[src/bdr_pkg.sv]
// Package for the bounded depth reachability block.
// Holds the graph size constants and the control word that the controller sends to the cells.
// No dependencies.
package bdr_pkg;

    localparam int VERTICES = 64;
    localparam int V_CNT    = (VERTICES > 64) ? 64 : VERTICES;
    localparam int V_W      = (V_CNT > 1) ? $clog2(V_CNT) : 1;
    localparam int STEP_W   = $clog2(V_CNT + 1);
    localparam int FIELD_W  = 6;
    localparam int EXT_W    = FIELD_W + 1;

    localparam logic [EXT_W-1:0] V_LIMIT = EXT_W'(V_CNT);

    localparam logic FUNC_ADD   = 1'b0;
    localparam logic FUNC_QUERY = 1'b1;

    typedef logic [V_CNT-1:0]   t_vset;
    typedef logic [V_W-1:0]     t_vidx;
    typedef logic [FIELD_W-1:0] t_field;

    typedef struct packed {
        logic  wr_en;
        t_vidx wr_row;
        t_vidx wr_col;
        logic  fr_load;
    } t_cell_ctl;

endpackage

[src/bdr_cell.sv]
// One cell of the reachability chain: one adjacency row and one frontier bit.
// ORs its row into the passing accumulator when its vertex is in the frontier.
// Depends on bdr_pkg.
module bdr_cell (
    input  logic                 i_clk,
    input  logic                 i_rst_n,
    input  bdr_pkg::t_vidx       i_idx,
    input  bdr_pkg::t_cell_ctl   i_ctl,
    input  bdr_pkg::t_vset       i_frontier,
    input  bdr_pkg::t_vset       i_acc,
    output bdr_pkg::t_vset       o_acc
);

    bdr_pkg::t_vset r_row;
    bdr_pkg::t_vset n_row;
    logic           r_front;
    logic           n_front;
    bdr_pkg::t_vset r_acc;
    bdr_pkg::t_vset n_acc;

    always_comb begin
        n_row = r_row;
        if (i_ctl.wr_en && (i_ctl.wr_row == i_idx)) begin
            n_row[i_ctl.wr_col] = 1'b1;
        end
        n_front = i_ctl.fr_load ? i_frontier[i_idx] : r_front;
        n_acc   = r_front ? (i_acc | r_row) : i_acc;
    end

    always_ff @(posedge i_clk) begin
        if (!i_rst_n) begin
            r_row   <= '0;
            r_front <= 1'b0;
        end else begin
            r_row   <= n_row;
            r_front <= n_front;
        end
    end

    always_ff @(posedge i_clk) begin
        r_acc <= n_acc;
    end

    assign o_acc = r_acc;

endmodule

[config.mk]
export PLATFORM = sky130hd
export DESIGN_NAME = bdr_cell
export DESIGN_NICKNAME = d
export VERILOG_FILES = /design/src/bdr_pkg.sv /design/src/bdr_cell.sv
export SDC_FILE = /design/constraint.sdc
export NUM_CORES = 1
export LEC_CHECK = 0
export ABC_AREA = 1
export BUFFER_PORTS_ARGS = -buffer_cell sky130_fd_sc_hd__buf_2
export CAP_MARGIN = 25
export CORE_MARGIN = 3
export CORE_UTILIZATION = 43
export DETAILED_ROUTE_END_ITERATION = 6
export PLACE_DENSITY_LB_ADDON = 0.25
export SLEW_MARGIN = 20
export SYNTH_ARGS = -nofsm -noshare
export SYNTH_HDL_FRONTEND = slang
export SYNTH_SLANG_ARGS = --single-unit
export TNS_END_PERCENT = 20
[constraint.sdc]
create_clock -name i_clk -period 1.45 [get_ports i_clk]
set_input_delay 0.2175 -clock i_clk [delete_from_list [all_inputs] [get_ports i_clk]]
set_output_delay 0.2175 -clock i_clk [all_outputs]
set_load 0.01 [all_outputs]
After elaboration in Yosys (flattened, before gate mapping)
Cells that the tools add are included. Widths: inputs -> output; s select.

Register bits after elaboration: 129. Input bits: 150. Logic and storage cells: 16.

$lt $le $gt $ge: 3. Eq/ne operators: 1. Multiplexer cells: 5. Bitwise logic cells: 2. Reductions and logical operators: 2.

Operators by type and width (count): $or 64x64->64 (2); $mux 64 (1); $lt 6x7->1 const B (2); $bmux 1 s6 (1); $demux 1 s6 (1); $eq 6x6->1 (1); $ge 6x1->1 const B (1); $logic_and 1x1->1 (2); $mux 1 (2).

Depth between registers and ports, before layout
Depth after elaboration: 5. Mapped depth: 13. Depth with buffers taken out: 11.

Worst setup path before layout
OpenSTA, ideal clock, no wires.

Path kind: input -> register. From: input i_idx[0]. To: register r_row[62]. Arrival time: 1.251 ns. Required time: 1.318 ns. Path slack: 0.067 ns. Stages: 10. Path buffers: 3. Cell sequence: buf_4 > clkinv_2 > or2_1 > o211ai_1 > nor3_2 > and2_4 > buf_12 > buf_8 > nand3_1 > a21oi_1.

Longest elaborated chain between the ends: 2.

RTL lines: from (decl) (RTL line bdr_cell.sv:7) `input bdr_pkg::t_vidx i_idx,`; $eq 6x6->1 (RTL line bdr_cell.sv:23) `if (i_ctl.wr_en && (i_ctl.wr_row == i_idx)) begin`; $logic_and 1x1->1 (RTL line bdr_cell.sv:23); to (signal assigned) (RTL line bdr_cell.sv:35) `r_row <= n_row;`; to (decl) (RTL line bdr_cell.sv:14) `bdr_pkg::t_vset r_row;`.

Every way passes these cells. A chain may end at the register's enable or synchronous reset.

Worst setup path after layout
From: register r_acc[41], in the netlist o_acc[41]. To: output o_acc[41].

RTL lines: from (decl) (RTL line bdr_cell.sv:18) `bdr_pkg::t_vset r_acc;`; from (signal assigned) (RTL line bdr_cell.sv:41) `r_acc <= n_acc;`; to (decl) (RTL line bdr_cell.sv:11) `output bdr_pkg::t_vset o_acc`.

No word-level cell between the ends.

==> flow_metrics.env <==
export IMPL_grt_pass1_wl_um=23450
export IMPL_synth_edf_count=0
export IMPL_clk_pin_slew_ns=0.06
export IMPL_finalClockSkew_ns=0.01282
export IMPL_finalWirelength_um=14580
export IMPL_power_frac_seq_pct=42.3
export IMPL_avgRoutedWirePerCell_um=14.37
export IMPL_cpLargestDelayFamily="flip-flops"
export IMPL_cpPeakStageDelay_ns=0.33
export IMPL_synth_top_cell_area_share_pct=52.00
export IMPL_drtIter0Drc=269
export IMPL_outcome="completed"
export IMPL_syn_to_final_growth_pct=45.96
export IMPL_cts_buffer_depth=2
export IMPL_switchingPower_mw=2.036
export IMPL_gr_usage_all_layers_pct=22.73
export IMPL_path_buf_inv=1
export IMPL_hold_viol=0
export IMPL_pre_cts_slack_ns=0.03224
export IMPL_max_cap_viol_count=0
export IMPL_yosys_cell_types_count=24
export IMPL_core_um2=11080
export IMPL_worstPathArrival_ns=0.87
export IMPL_n_fill_cell=931
export IMPL_tritoncts="yes"
export IMPL_synth_seq_area_share_pct=52.00
export IMPL_ir_drop_mv=0.8263
export IMPL_ys_top_cells_by_area="dfxtp_1 (52%), nand3_1 (12%), o21bai_1 (9.7%)"
export IMPL_dieArea_um2=12870
export IMPL_numCtsBuffers=17
export IMPL_rsz0062_at_grt="false"
export IMPL_power_density_nw_per_um2=1198
export IMPL_p_clk_share_pct=47.0
export IMPL_die_w_um=113.5
export IMPL_ys_ff_latch=129
export IMPL_hp_class="input pin to register"
export IMPL_worstSetupPathType="register to output port"
export IMPL_placementRows=38
export IMPL_synth_area_leader_cell="dfxtp_1"
export IMPL_syn_inst=593
export IMPL_critPathCaptureType="output port"
export IMPL_crit_fanout=1
export IMPL_postSynthNetCount=743
export IMPL_comb_power_share_pct=10.8
export IMPL_vias=5039
export IMPL_io_pins=214
export IMPL_portBuffers=213
export IMPL_ys_warn_count=0
export IMPL_grt_antenna_before_repair=0
export IMPL_post_cts_resize_count=0
export IMPL_p_int_mw=6.647
export IMPL_drc=0
export IMPL_rrSetupSlack_ns=0.44
export IMPL_syn_avg_cell_area_um2=8.374
export IMPL_grt_max_degree=66
export IMPL_leakage_nw=3.137
export IMPL_synth_most_common_cell="dfxtp_1"
export IMPL_fmax_mhz=917.7
export IMPL_first_pass_iters=4
export IMPL_cts_root_buf="clkbuf_16"
export IMPL_setup_ws_ns=0.3603
export IMPL_synthFlopType="dfxtp_1"
export IMPL_grt_ovfl_total=0
export IMPL_cts_htree_levels=4
export IMPL_clock_latency_ns=0.41
export IMPL_synth_common_cells="dfxtp_1 (129), nand3_1 (123), inv_1 (75), nand2_1 (75)"
export IMPL_async_flop_share_pct=0
export IMPL_start_util_pct=44.83
export IMPL_drive_above_1_share_pct=32.72
export IMPL_sw_frac_of_total_pct=23.45
export IMPL_dp_hpwl_um=10290
export IMPL_crit_required_ns=1.23
export IMPL_gp_congestion=0.8145
export IMPL_nets=1011
export IMPL_vias_per_cell=4.969
export IMPL_synth_area_um2=4966
export IMPL_cp_start_kind="register"
export IMPL_fin_crit_sh_pct=75.15
export IMPL_die_h_um=113.5
export IMPL_grt_pass1_vias=5029
export IMPL_cp_slowest_cell="dfxtp_1"
export IMPL_drtAntennaViolNets=0
export IMPL_max_slew_margin_pct=72.87
export IMPL_setup_violations=0
export IMPL_finalCriticalPeriod_ns=1.090
export IMPL_worstMarginPinSlew_ns=0.4069
export IMPL_antenna_cells=0
export IMPL_cts_setup_buffers=0
export IMPL_crit_chain="buf_2"
export IMPL_final_setup_tns_ns=0
export IMPL_cts_sinks=129
export IMPL_slew_viol_final=0
-- worst paths after layout --
check,from,cells past startpoint,end
max reg2reg,r_front$_SDFFE_PN0P_,3,o_acc[58]$_DFF_P_
min,i_acc[56],2,o_acc[56]$_DFF_P_
max,o_acc[41]$_DFF_P_,1,o_acc[41]
min reg2reg,r_row[11]$_SDFFE_PN0P_,2,o_acc[11]$_DFF_P_
-- final cells by class --
class / count / area (um2) / share of cell area (%)
sequential: 129 / 2582 / 35.63
multi-input combinational: 354 / 1884 / 26.00
timing repair buffer: 280 / 1727 / 23.82
clock buffer: 21 / 480.5 / 6.629
inverter: 79 / 297.8 / 4.108
tap: 140 / 175.2 / 2.417
clock inverter: 11 / 101.3 / 1.398
-- cell usage in the layout (no fill, tap or decap), drive strengths merged, types with 2 or more instances in the layout --
cell / instances
nor2: 2
dlygate4sd3: 38
dfxtp: 129
o21bai: 64
nand2: 75
nand3: 123
nor3: 18
a21oi: 64
clkinv: 5
clkinvlp: 4
inv: 80
o21ai: 2
clkbuf: 21
buf: 242
xor2: 2
-- flip-flops by register name, indices dropped and copies added (netlist names) --
register,flops
o_acc,64
r_front,1
r_row,64
-- power groups by stage --
stage / clock [mW] / combinational, mW / sequential, mW
CTS: 4.13 / 0.932 / 3.67
detailed placement: 0 / 0.852 / 3.75
global placement: 0 / 0.844 / 3.74
finish: 4.08 / 0.936 / 3.67
floorplan: 0 / 0.357 / 3.80
global route: 4.29 / 1.03 / 3.68
-- metrics by stage --
step	instance area, um2	cells	power [mW]	hold WS (ns)	utilization (%)
floorplan	4966	593	4.156	0.3243	-
global placement	6286	944	4.586	0.4076	56.74
detailed placement	6286	944	4.598	0.4098	56.74
CTS	7228	1012	8.733	0.001253	65.25
global route	7248	1014	8.996	0.002030	65.43
finish	7248	1014	8.683	0.007458	65.43
-- logic make-up after synthesis --
| group | count (synthesis) | share of synthesized area (%) |
|---|---|---|
| simple gates | 220 | 20.53 |
| compound gates | 132 | 16.65 |
| flops | 129 | 52.00 |
| buf+inv | 110 | 10.46 |
| xor+xnor | 2 | 0.3528 |
-- timing repair --
action / CTS / global route
hold buffers: 36 / 2
setup endpoints to repair: 0 / 0
endpoints found under the hold margin: 36 / 2
-- routing by layer --
metal / up-vias / GRT usage (%) / part of all wire, %
li1: 2505 / - / -
met1: 2305 / 27.38 / 42
met2: 205 / 38.56 / 49
met3: 24 / 6.101 / 7.2
met4: 0 / 9.054 / 2.0
met5: - / 0 / 0
Power figures use the tool's default switching activity.
